`config.mk`:
```
export PLATFORM = sky130hd
export DESIGN_NAME = ames_ctrl
export DESIGN_NICKNAME = d
export VERILOG_FILES = /design/src/ames_pkg.sv /design/src/ames_ctrl.sv
export SDC_FILE = /design/constraint.sdc
export NUM_CORES = 1
export LEC_CHECK = 0
export BUFFER_PORTS_ARGS = -buffer_cell sky130_fd_sc_hd__buf_2
export CORE_AREA = 2 2 39 41
export DETAILED_ROUTE_END_ITERATION = 12
export DIE_AREA = 0 0 41 43
export PLACE_DENSITY = 0.62
export SYNTH_ARGS = -nofsm -noshare
export SYNTH_HDL_FRONTEND = slang
export SYNTH_SLANG_ARGS = --single-unit
```
`constraint.sdc`:
```
create_clock -name clk -period 2.3 [get_ports clk]
set_clock_uncertainty 0.05 [all_clocks]
set_input_delay 0.46 -clock clk [delete_from_list [all_inputs] [get_ports clk]]
set_output_delay 0.46 -clock clk [all_outputs]
set_load 0.1 [all_outputs]
```
`src/ames_pkg.sv`:
```
// Shared constants, codes and controller/datapath interface types for the edge store.
`timescale 1ns / 1ps
`default_nettype none

package ames_pkg;

    // Store geometry.
    localparam int MAX_VERTICES = 16;
    localparam int WEIGHT_BITS  = 32;
    localparam int SLOTS        = MAX_VERTICES * MAX_VERTICES;
    localparam int SLOT_W       = $clog2(SLOTS);
    localparam int VIDX_W       = 4;
    localparam int CNT_W        = 5;
    localparam int REQ_W        = 3;
    localparam int STS_W        = 2;
    localparam int OUT_W        = 32;

    // Highest usable vertex count: bounded by the store and by the 4-bit indices.
    localparam int EFF_MAX = (MAX_VERTICES < (1 << VIDX_W)) ? MAX_VERTICES : (1 << VIDX_W);

    // Reset value of the vertex count register.
    localparam logic [CNT_W-1:0] VCOUNT_RESET = CNT_W'(16);

    // Request codes.
    localparam logic [REQ_W-1:0] REQ_ADD   = 3'd0;
    localparam logic [REQ_W-1:0] REQ_DEL   = 3'd1;
    localparam logic [REQ_W-1:0] REQ_QUERY = 3'd2;
    localparam logic [REQ_W-1:0] REQ_SUCC  = 3'd3;
    localparam logic [REQ_W-1:0] REQ_PRED  = 3'd4;

    // Result status codes.
    localparam logic [STS_W-1:0] STS_OK   = 2'd0;
    localparam logic [STS_W-1:0] STS_ERR  = 2'd1;
    localparam logic [STS_W-1:0] STS_NONE = 2'd2;

    // Result emit selections driven by the controller.
    localparam logic [2:0] EMIT_NONE   = 3'd0;
    localparam logic [2:0] EMIT_ERR    = 3'd1;
    localparam logic [2:0] EMIT_OK     = 3'd2;
    localparam logic [2:0] EMIT_NOEDGE = 3'd3;
    localparam logic [2:0] EMIT_QUERY  = 3'd4;
    localparam logic [2:0] EMIT_PEND   = 3'd5;
    localparam logic [2:0] EMIT_FINAL  = 3'd6;

    // Commands from the controller to the datapath.
    typedef struct packed {
        logic       load_req;
        logic       set_edge;
        logic       clr_edge;
        logic       mem_rd;
        logic       scan_init;
        logic       scan_step;
        logic [2:0] emit;
    } ames_cmd_t;

    // Status from the datapath to the controller.
    typedef struct packed {
        logic [REQ_W-1:0] req;
        logic             bad;
        logic             slot_present;
        logic             scan_hit;
        logic             scan_last;
        logic             pend_valid;
    } ames_sts_t;

endpackage

`default_nettype wire

```
`src/ames_ctrl.sv`:
```
// Controller state machine: sequences decode, edge update, weight read and scans.
`timescale 1ns / 1ps
`default_nettype none

module ames_ctrl
    import ames_pkg::*;
(
    input  wire logic      clk,
    input  wire logic      rst_n,
    input  wire logic      start,
    output logic           busy,
    input  wire ames_sts_t sts,
    output ames_cmd_t      cmd
);

    localparam logic [2:0] ST_IDLE   = 3'd0;
    localparam logic [2:0] ST_DECODE = 3'd1;
    localparam logic [2:0] ST_QUERY  = 3'd2;
    localparam logic [2:0] ST_SCAN   = 3'd3;
    localparam logic [2:0] ST_FINAL  = 3'd4;

    logic [2:0] state_reg;
    logic [2:0] state_next;

    // State register.
    always_ff @(posedge clk or negedge rst_n)
    begin
        if (!rst_n)
        begin
            state_reg <= ST_IDLE;
        end
        else
        begin
            state_reg <= state_next;
        end
    end

    // Next state and commands.
    always_comb
    begin
        state_next = state_reg;
        cmd        = '0;
        cmd.emit   = EMIT_NONE;
        case (state_reg)
            ST_IDLE:
            begin
                if (start)
                begin
                    cmd.load_req = 1'b1;
                    state_next   = ST_DECODE;
                end
            end
            ST_DECODE:
            begin
                state_next = ST_IDLE;
                if (sts.bad)
                begin
                    cmd.emit = EMIT_ERR;
                end
                else
                begin
                    case (sts.req)
                        REQ_ADD:
                        begin
                            if (sts.slot_present)
                            begin
                                cmd.emit = EMIT_ERR;
                            end
                            else
                            begin
                                cmd.set_edge = 1'b1;
                                cmd.emit     = EMIT_OK;
                            end
                        end
                        REQ_DEL:
                        begin
                            if (sts.slot_present)
                            begin
                                cmd.clr_edge = 1'b1;
                                cmd.emit     = EMIT_OK;
                            end
                            else
                            begin
                                cmd.emit = EMIT_ERR;
                            end
                        end
                        REQ_QUERY:
                        begin
                            if (sts.slot_present)
                            begin
                                cmd.mem_rd = 1'b1;
                                state_next = ST_QUERY;
                            end
                            else
                            begin
                                cmd.emit = EMIT_NOEDGE;
                            end
                        end
                        REQ_SUCC, REQ_PRED:
                        begin
                            cmd.scan_init = 1'b1;
                            state_next    = ST_SCAN;
                        end
                        default:
                        begin
                            cmd.emit = EMIT_ERR;
                        end
                    endcase
                end
            end
            ST_QUERY:
            begin
                cmd.emit   = EMIT_QUERY;
                state_next = ST_IDLE;
            end
            ST_SCAN:
            begin
                // A new match releases the previous one, which is then known not to be last.
                cmd.scan_step = 1'b1;
                if (sts.scan_hit && sts.pend_valid)
                begin
                    cmd.emit = EMIT_PEND;
                end
                if (sts.scan_last)
                begin
                    state_next = ST_FINAL;
                end
            end
            ST_FINAL:
            begin
                cmd.emit   = EMIT_FINAL;
                state_next = ST_IDLE;
            end
            default:
            begin
                state_next = ST_IDLE;
            end
        endcase
    end

    assign busy = state_reg != ST_IDLE;

    // An accepted item always moves the controller into decode.
    a_start_decode: assert property (@(posedge clk) disable iff (!rst_n)
        (state_reg == ST_IDLE && start) |=> state_reg == ST_DECODE)
        else $error("accepted item did not enter decode");

    // No result is produced while idle.
    a_no_emit_idle: assert property (@(posedge clk) disable iff (!rst_n)
        (state_reg == ST_IDLE) |-> cmd.emit == EMIT_NONE)
        else $error("result emitted while idle");

    // An add only writes a slot that holds no edge.
    a_add_free: assert property (@(posedge clk) disable iff (!rst_n)
        cmd.set_edge |-> !sts.slot_present)
        else $error("add overwrote an existing edge");

    // The final scan result is followed by idle.
    a_final_idle: assert property (@(posedge clk) disable iff (!rst_n)
        (state_reg == ST_FINAL) |=> state_reg == ST_IDLE)
        else $error("scan did not finish after its final result");

    // Held-off matches are only released during a scan.
    a_pend_in_scan: assert property (@(posedge clk) disable iff (!rst_n)
        (cmd.emit == EMIT_PEND) |-> (state_reg == ST_SCAN && sts.pend_valid))
        else $error("pending match released outside a scan");

endmodule

`default_nettype wire

```
==> metrics.md, run 1 <==
| Metric | Value |
|---|---|
| Outcome | finished, violations left |
| Failing checks | negative setup slack |
| Core area | ~0.0014 mm² |
| Fin. max-slew vios | 0 |
| Yosys reg bits | 3 |
| Post-synthesis net count | 56 |
| LEAKAGE | about 0.32 nW |
| R2r worst-path depth | 3 |
| Max_slew headroom | roughly 68% |
| Die X | between 40 and 50 µm |
| Total congestion overflow | 0 |
| Placed Cells incl. Taps | 85 |
| Routed wire length | 849 µm |
| WP data required | 1.79 ns |
| RSZ-0062 raised after global routing | true |
| Final Critical Period | between 2 and 2.5 ns |
| CP Capture Point | cmd[6] |
| Setup ws final | -0.172 ns |
| Critical R2R Launch | state_reg[2]$_DFFE_PN0P_ |
| Avg Vias per Cell | ~4.6 |
| Starting Density | between 20 and 30% |
| Total power of the final layout | about 0.00035 W |
| Post-Syn Area | 359 µm² |
| Reg area | ~75 µm² |
| Crit path launch | state_reg[2]$_DFFE_PN0P_ |
| Max-cap violations | 0 |
| Synth top area share | 20.9% |
| Synth Area per Inst | roughly 8.0 µm² |
| Worst setup EP type | output pin |
| Area Overhead vs Synth | 92.3% |
| Critical setup path kind | register to output pin |
| Max Buffers Root-to-Sink | 2 |
| P per Cell Area | 504 mW/mm² |
| Starting DRT DRC Count | 3 |
| Clk pin slew, worst setup/hold paths | about 0.04 ns |
| First-pass GRT wire length | around 1400 µm |
| Cell variety after synth | 28 |
| Fin. Hold Viols | 0 |
| Hold WC Path Type | input pin to register |
| FP Rows | 14 |
| Final HPWL DP | a little over 700 µm |
| Layout cells sized above 1 | 58.1% |
| CP cell instances | or4b_4 > or3b_4 > nor3b_4 > buf_12 |
| Setup-failing EPs final | 2 |
| Cell Area, Placed | 648 µm² |
| Die Y | roughly 43 µm |
| Predominant post-synthesis flop cell | dfrtp_1 |
| Area of the multi-input gates | 298 µm² |
| Max reg flops | 3 |
| Least-Margin Pin Slew | approximately 0.49 ns |
| Worst path depth | 4 |
| Port-buffer cells | 20 |
| Slowest-stage cell, CP | or4b_4 |
| Clk root buf | clkbuf_4 |
| H-tree depth | 1 |
| Synth Warn # | 0 |
| CP Launch Type | register |
| Antenna violations before repair | 0 |
| Total number of vias | between 400 and 500 |
| Hold_ws | 0.410 ns |
| Average wire per standard cell | ~9.4 µm |
| Number of synthesized flops with an enable pin | 0 |
| First drt pass iteration count | 4 |
| Total GRT Usage | between 10% and 20% |
| CP top delay family | simple AND/OR/NAND/NOR gates |
| Number of global-route vias before repair | just under 400 |
| R2r setup slk | 0.92 ns |
| Fillers | around 130 |
| Post-DRT Antenna Nets | 0 |
| Ant. Diodes | 0 |
| Die ar. | 0.00176 mm² |
| Worst path max stage delay | about 0.52 ns |
| Max Fclk | 405 MHz |
| Hold Path Depth | 2 |
| Final std cells w/o fill | 90 |
| Ranking of synthesized cells by area | dfrtp_1, nor3b_2, xnor2_1 |
| Nets | 86 |
| Tcrit/Tclk final | 107% |
| Sink Count | 3 |
| I/O pins | 21 |
| Largest net degree at the start of global routing | 11 |
| GPL Wtd Cong | about 0.74 |
| TritonCTS clock tree | built |
| Maximum vdd drop | around 0.00027 V |
| Design Area, Final | between 600 and 700 µm² |
| Synth area leader | dfrtp_1 |
| Critical path arrival | slightly below 2 ns |
| Later-pin clock latency in the skew report | 0.23 ns |
| Async SR Flop Fraction | between 90% and 100% |
| DRC errors left | 0 |
| R2r endpoint | state_reg[0]$_DFFE_PN0P_ |
| Buf/Inv on CP | 1 |
| Cts bufs inserted | 3 |
| Cell count after synthesis | 45 |
| CP max FO | 2 |
| Sequential fraction of the synthesis area | a little over a fifth |
[routing by layer]
| metal | wire, µm | part of all wire [%] | track usage, % | vias to the layer above |
|---|---|---|---|---|
| met5 | 0 | 0 | 0 | - |
| met4 | 0 | 0 | 6.00 | 0 |
| met3 | 34 | 4.0 | 1.57 | 0 |
| met2 | 442 | 52 | 17.2 | 11 |
| met1 | 372 | 44 | 16.0 | 188 |
| li1 | - | - | - | 219 |
[power by group]
group          switching, W  leakage (nW)   total, W  internal [W]
registers        0.00000175        0.0401  0.0000586     0.0000568
logic              0.000132         0.268   0.000200     0.0000674
clock network     0.0000248        0.0150  0.0000896     0.0000648
[worst min-delay path by stage]
stage	startpoint	endpoint	slack [ns]
after floorplan	rst_n	state_reg[0]$_DFFE_PN0P_	0.11
after global placement	rst_n	state_reg[2]$_DFFE_PN0P_	0.21
after detailed placement	rst_n	state_reg[2]$_DFFE_PN0P_	0.21
after CTS	sts[1]	state_reg[1]$_DFFE_PN0P_	0.41
after global routing	sts[1]	state_reg[1]$_DFFE_PN0P_	0.41
final	sts[1]	state_reg[1]$_DFFE_PN0P_	0.41
[stage by stage]
step	TNS [ns]	util, %	worst slack, ns
after global placement	-0.290	46.8	-0.146
after global routing	-0.455	49.9	-0.232
after CTS	-0.383	49.5	-0.193
after floorplan	-1.51	-	-0.497
after detailed placement	-0.293	46.8	-0.147
final	-0.344	49.9	-0.172
[final cells by class]
class                   instances  area share, %
well taps                      16           2.90
inverters                       3           1.63
repair buffers                 29           37.7
clock buffers                   4           3.80
multi-input cells              35           43.1
flip-flops and latches          3           10.9
[synthesized netlist by cell type (2+ instances only)]
cell type,count
dfrtp_1,3
inv_1,3
nor3_1,2
o211ai_1,2
nand2_1,3
o22ai_1,2
nor2_1,3
nor3b_2,2
nor2b_1,2
clkbuf_1,2
a21oi_1,3
xnor2_1,2
[layout by cell type (no fill, tap or decap), types with 2 or more instances in the layout]
| cell | n |
|---|---|
| dfrtp_1 | 3 |
| buf_4 | 8 |
| inv_1 | 3 |
| nor3b_4 | 2 |
| nor2b_1 | 2 |
| a21oi_1 | 2 |
| xnor2_1 | 2 |
| buf_12 | 6 |
| clkbuf_4 | 3 |
| o211ai_1 | 2 |
| nand2_1 | 3 |
| buf_2 | 14 |
| nor2_1 | 2 |
[what timing repair did]
item | 4_1_cts | 5_1_grt
gates cloned | 0 | 0
gates resized for setup | 0 | 1
hold buffers | 1 | 0
setup endpoints to repair | 2 | 3
buffers inserted | 0 | 0
hold endpoints to repair | 3 | 0
[kinds of logic after synthesis]
logic type                after synthesis  share of synthesized area (%)
and+or+nand+nor                        22                           43.2
xor gates and xnor gates                2                           4.88
AOI/OAI and AO/OA                      11                           20.6
buffers and inverters                   7                           10.5
DFF                                     3                           20.9
No activity file was read; power rests on OpenSTA's default activity.
==> inputs of run 2 (changes only) <==
--- a/config.mk
+++ b/config.mk
@@ -9,7 +9,6 @@
 export CORE_AREA = 2 2 39 41
 export DETAILED_ROUTE_END_ITERATION = 12
 export DIE_AREA = 0 0 41 43
-export PLACE_DENSITY = 0.62
 export SYNTH_ARGS = -nofsm -noshare
 export SYNTH_HDL_FRONTEND = slang
 export SYNTH_SLANG_ARGS = --single-unit
==> metrics.md, run 2 (synthesis gave the netlist of run 1 again) <==
| Metric | Value |
|---|---|
| Ant. Diodes | 0 |
| LEAKAGE | 0.323 nW |
| First drt pass iteration count | 3 |
| Final std cells w/o fill | 90 |
| Least-Margin Pin Slew | ~0.49 ns |
| FP Rows | 14 |
| Fillers | about 130 |
| Starting Density | approximately 26% |
| Largest net degree at the start of global routing | 11 |
| Outcome | finished, violations left |
| Max-cap violations | 0 |
| Critical path arrival | about 2.0 ns |
| Nets | 86 |
| Routed wire length | approximately 890 µm |
| Cts bufs inserted | 3 |
| Total congestion overflow | 0 |
| TritonCTS clock tree | built |
| Hold_ws | approximately 0.4 ns |
| Antenna violations before repair | 0 |
| Max_slew headroom | about two thirds |
| Worst path max stage delay | 0.53 ns |
| Fin. Hold Viols | 0 |
| Worst setup EP type | output pin |
| CP Launch Type | register |
| Sink Count | 3 |
| Average wire per standard cell | 9.93 µm |
| Max reg flops | 3 |
| Total GRT Usage | 11.6% |
| Max Buffers Root-to-Sink | 2 |
| Hold Path Depth | 2 |
| Maximum vdd drop | between 0.0002 and 0.0003 V |
| Die Y | roughly 43 µm |
| Hold WC Path Type | input pin to register |
| Post-DRT Antenna Nets | 0 |
| Final HPWL DP | around 700 µm |
| Clk pin slew, worst setup/hold paths | roughly 0.040 ns |
| Tcrit/Tclk final | 108% |
| Core area | between 0.001 and 0.0015 mm² |
| Port-buffer cells | 20 |
| GPL Wtd Cong | slightly above 0.7 |
| CP max FO | 2 |
| Clk root buf | clkbuf_4 |
| Die X | a little over 40 µm |
| RSZ-0062 raised after global routing | true |
| First-pass GRT wire length | between 1000 and 1500 µm |
| CP cell instances | or4b_4 > or3b_4 > nor3b_4 > buf_12 |
| I/O pins | 21 |
| P per Cell Area | roughly 500 mW/mm² |
| Later-pin clock latency in the skew report | around 0.23 ns |
| Number of global-route vias before repair | approximately 380 |
| Starting DRT DRC Count | 6 |
| Area Overhead vs Synth | 92.3% |
| Most common cell after layout, fill and taps aside | buf_2 |
| Total number of vias | around 420 |
| Avg Vias per Cell | around 4.7 |
| Layout cells sized above 1 | about 58% |
| Die ar. | 0.00176 mm² |
| Final Critical Period | 2.49 ns |
| Max Fclk | between 400 and 500 MHz |
| Setup-failing EPs final | 2 |
| Slowest-stage cell, CP | or4b_4 |
| Placed Cells incl. Taps | 85 |
| Post-CTS setup buffers | 0 |
| DRC errors left | 0 |
| Placement Setup Slack | -0.158 ns |
| Failing checks | negative setup slack |
| Fin. max-slew vios | 0 |
| Critical setup path kind | register to output pin |
| H-tree depth | 1 |
| Core Util, Final | between 40% and 50% |
| WP data required | about 1.8 ns |
| Setup ws final | -0.186 ns |
| Most frequent cells in the layout | buf_2, buf_4, buf_12 |
| R2r worst-path depth | 3 |
## run 2: per-layer routing
metal,wire (µm),share of wire [%],vias up,track usage (%)
li1,-,-,217,-
met3,31,3.5,2,1.57
met4,14,1.6,0,6.00
met2,468,52,12,18.4
met5,0,0,-,0
met1,379,42,191,14.2
## run 2: area by class of cell
cell class / instances / area, µm² / share of cell area (%)
Clock buffer: 4 / 26.3 / 3.80
Multi-Input combinational cell: 35 / 298 / 43.1
Tap cell: 16 / 20.0 / 2.90
Sequential cell: 3 / 75.1 / 10.9
Inverter: 3 / 11.3 / 1.63
Timing Repair Buffer: 29 / 260 / 37.7
## run 2: report_power, final
group,leakage [nW],internal [W],total [W],switching [W]
clock network,0.0150,0.0000649,0.0000897,0.0000249
logic,0.268,0.0000674,0.000199,0.000132
registers,0.0401,0.0000568,0.0000589,0.00000202
## run 2: what timing repair did
item | CTS | global route
hold endpoints to repair | 3 | 0
setup endpoints to repair | 2 | 3
hold buffers | 1 | 0
resized for setup | 0 | 1
pin swaps | 0 | 0
## run 2: path summary, 6_finish.rpt
check / from / to / slack [ns]
setup reg to reg: state_reg[2]$_DFFE_PN0P_ / state_reg[0]$_DFFE_PN0P_ / 0.93
hold / removal: sts[1] / state_reg[1]$_DFFE_PN0P_ / 0.40
hold reg to reg: state_reg[1]$_DFFE_PN0P_ / state_reg[2]$_DFFE_PN0P_ / 0.68
max in group asynchronous: rst_n / state_reg[0]$_DFFE_PN0P_ / 1.57
setup / recovery: state_reg[2]$_DFFE_PN0P_ / cmd[6] / -0.19
min in group asynchronous: rst_n / state_reg[1]$_DFFE_PN0P_ / 0.53
## run 2: critical path, delay by kind of cell, from the launching register on
kind,cells,cell delay (ns)
buf+inv,1,0.20
flops,1,0.38
simple gates,3,1.17
## run 2: through the flow
step | TNS [ns] | total power (W) | instance area, µm²
detailed placement | -0.313 | 0.000256 | 648
global route | -0.440 | 0.000368 | 691
global placement | -0.294 | 0.000256 | 648
floorplan | -1.51 | 0.000201 | 404
finish | -0.368 | 0.000347 | 691
CTS | -0.382 | 0.000351 | 684
==> inputs of run 3 (changes only) <==
--- a/config.mk
+++ b/config.mk
@@ -6,9 +6,11 @@
 export NUM_CORES = 1
 export LEC_CHECK = 0
 export BUFFER_PORTS_ARGS = -buffer_cell sky130_fd_sc_hd__buf_2
-export CORE_AREA = 2 2 39 41
+export CELL_PAD_IN_SITES_DETAIL_PLACEMENT = 1
+export CELL_PAD_IN_SITES_GLOBAL_PLACEMENT = 2
+export CORE_UTILIZATION = 20
 export DETAILED_ROUTE_END_ITERATION = 12
-export DIE_AREA = 0 0 41 43
+export PLACE_DENSITY_LB_ADDON = 0.1
 export SYNTH_ARGS = -nofsm -noshare
 export SYNTH_HDL_FRONTEND = slang
 export SYNTH_SLANG_ARGS = --single-unit
==> metrics.md, run 3 (synthesis gave the netlist of run 1 again) <==
| Metric | Value |
|---|---|
| Outcome | finished, violations left |
| Failing checks | negative setup slack |
| Average wire per standard cell | 11.0 µm |
| DRC errors left | 0 |
| Final HPWL DP | about 900 µm |
| First drt pass iteration count | 2 |
| CP max FO | 2 |
| Total GRT Usage | 12.5% |
| Cell Area, Placed | approximately 670 µm² |
| Most frequent cells in the layout | buf_2, buf_4, buf_12 |
| Fin. Hold Viols | 0 |
| RSZ-0062 raised after global routing | true |
| Port-buffer cells | 20 |
| Switching power total | 0.000162 W |
| I/O pins | 21 |
| Avg Vias per Cell | approximately 4.2 |
| Critical path arrival | slightly below 2 ns |
| H-tree depth | 1 |
| Total number of vias | 420 |
| Max_slew headroom | 67.9% |
| Critical setup path kind | register to output pin |
| P per Cell Area | a little under 500 mW/mm² |
| Max Buffers Root-to-Sink | 2 |
| Die X | between 40 and 50 µm |
| Final Critical Period | 2.48 ns |
| Max Fclk | 403 MHz |
| LEAKAGE | approximately 0.33 nW |
| Comb pwr share | approximately 58% |
| Antenna violations before repair | 0 |
| Routed wire length | 1090 µm |
| Most common cell after layout, fill and taps aside | buf_2 |
| Clk pin slew, worst setup/hold paths | 0.04 ns |
| GPL Wtd Cong | 0.699 |
| WP data required | around 1.8 ns |
| Area Overhead vs Synth | 97.2% |
| Sink Count | 3 |
| Ant. Diodes | 0 |
| Placement Setup Slack | -0.170 ns |
| Starting DRT DRC Count | 1 |
| Post-DRT Antenna Nets | 0 |
| Largest net degree at the start of global routing | 11 |
| Internal power | 0.000190 W |
| Nets | 87 |
| Maximum vdd drop | about 0.00027 V |
| Max reg flops | 3 |
| CP cell instances | or4b_4 > or3b_4 > nor3b_4 > buf_12 |
| Slowest-stage cell, CP | or4b_4 |
| Least-Margin Pin Slew | 0.485 ns |
| Design Area, Final | 708 µm² |
| Fin. max-slew vios | 0 |
| Layout cells sized above 1 | 58.7% |
| Worst setup EP type | output pin |
| Cts bufs inserted | 3 |
| Die Y | 44.4 µm |
| Clock Power Share | between 20% and 30% |
| Hold WC Path Type | input pin to register |
| TritonCTS clock tree | built |
| Setup ws final | -0.179 ns |
| Core area | approximately 0.0016 mm² |
| Total congestion overflow | 0 |
| Tcrit/Tclk final | 108% |
| First-pass GRT wire length | 1770 µm |
| Worst path max stage delay | approximately 0.52 ns |
| Starting Density | ~23% |
| Number of global-route vias before repair | 435 |
| Clk root buf | clkbuf_4 |
| Later-pin clock latency in the skew report | approximately 0.23 ns |
| Max-cap violations | 0 |
| Power share of the sequential group | 16.8% |
| Setup-failing EPs final | 2 |
| CP Launch Type | register |
| Switch share | a little under half |
| Hold_ws | slightly above 0.4 ns |
| Die ar. | ~0.002 mm² |
| FP Rows | 14 |
==> run 3: layout make-up <==
cell class              instances  area (µm²)
clock buffers                   4        26.3
fillers                       194         886
inverters                       3        11.3
multi-input cells              35         298
flip-flops and latches          3        75.1
well taps                      24        30.0
repair buffers                 30         268
==> run 3: timing repair <==
action	CTS	global route
setup buffers	0	0
resized for setup	0	1
endpoints found under the setup margin	2	3
hold endpoints to repair	3	0
hold buffers	1	0
==> run 3: power by group through the flow <==
stage,Combinational (W),Clock [W],Sequential (W)
3_3_place_gp,0.000200,0,0.0000598
4_1_cts,0.000203,0.0000940,0.0000591
6_report,0.000203,0.0000904,0.0000590
5_1_grt,0.000213,0.000100,0.0000591
2_1_floorplan,0.000140,0,0.0000605
3_5_place_dp,0.000201,0,0.0000597
==> run 3: metal layers <==
layer / wire length [µm] / vias to the layer above / global-route usage [%]
met5: 0 / - / 0
met4: 0 / 0 / 5.45
met3: 46 / 0 / 2.86
met2: 530 / 12 / 20.0
met1: 515 / 189 / 15.9
li1: - / 219 / -
==> run 3: path summary, 6_finish.rpt <==
| check | startpoint | end | slack, ns | cells past startpoint |
|---|---|---|---|---|
| max | state_reg[2]$_DFFE_PN0P_ | cmd[6] | -0.18 | 4 |
| min | sts[1] | state_reg[1]$_DFFE_PN0P_ | 0.41 | 2 |
| max reg2reg | state_reg[2]$_DFFE_PN0P_ | state_reg[0]$_DFFE_PN0P_ | 0.93 | 3 |
| min reg2reg | state_reg[1]$_DFFE_PN0P_ | state_reg[2]$_DFFE_PN0P_ | 0.67 | 2 |
| max in group asynchronous | rst_n | state_reg[2]$_DFFE_PN0P_ | 1.59 | 2 |
| min in group asynchronous | rst_n | state_reg[0]$_DFFE_PN0P_ | 0.50 | 2 |
==> run 3: critical path: cells and delay by family, from the launching register on <==
| family | cells | cell delay [ns] |
|---|---|---|
| and+or+nand+nor | 3 | 1.17 |
| DFF | 1 | 0.37 |
| buffers and inverters | 1 | 0.20 |
==> run 3: stage by stage <==
step | setup TNS, ns | util, % | total power (W) | cells
global route | -0.448 | 44.4 | 0.000372 | 99
finish | -0.352 | 44.4 | 0.000352 | 99
global placement | -0.283 | 41.8 | 0.000260 | 94
detailed placement | -0.324 | 41.8 | 0.000260 | 94
CTS | -0.393 | 44.0 | 0.000356 | 99
floorplan | -1.51 | - | 0.000201 | 45
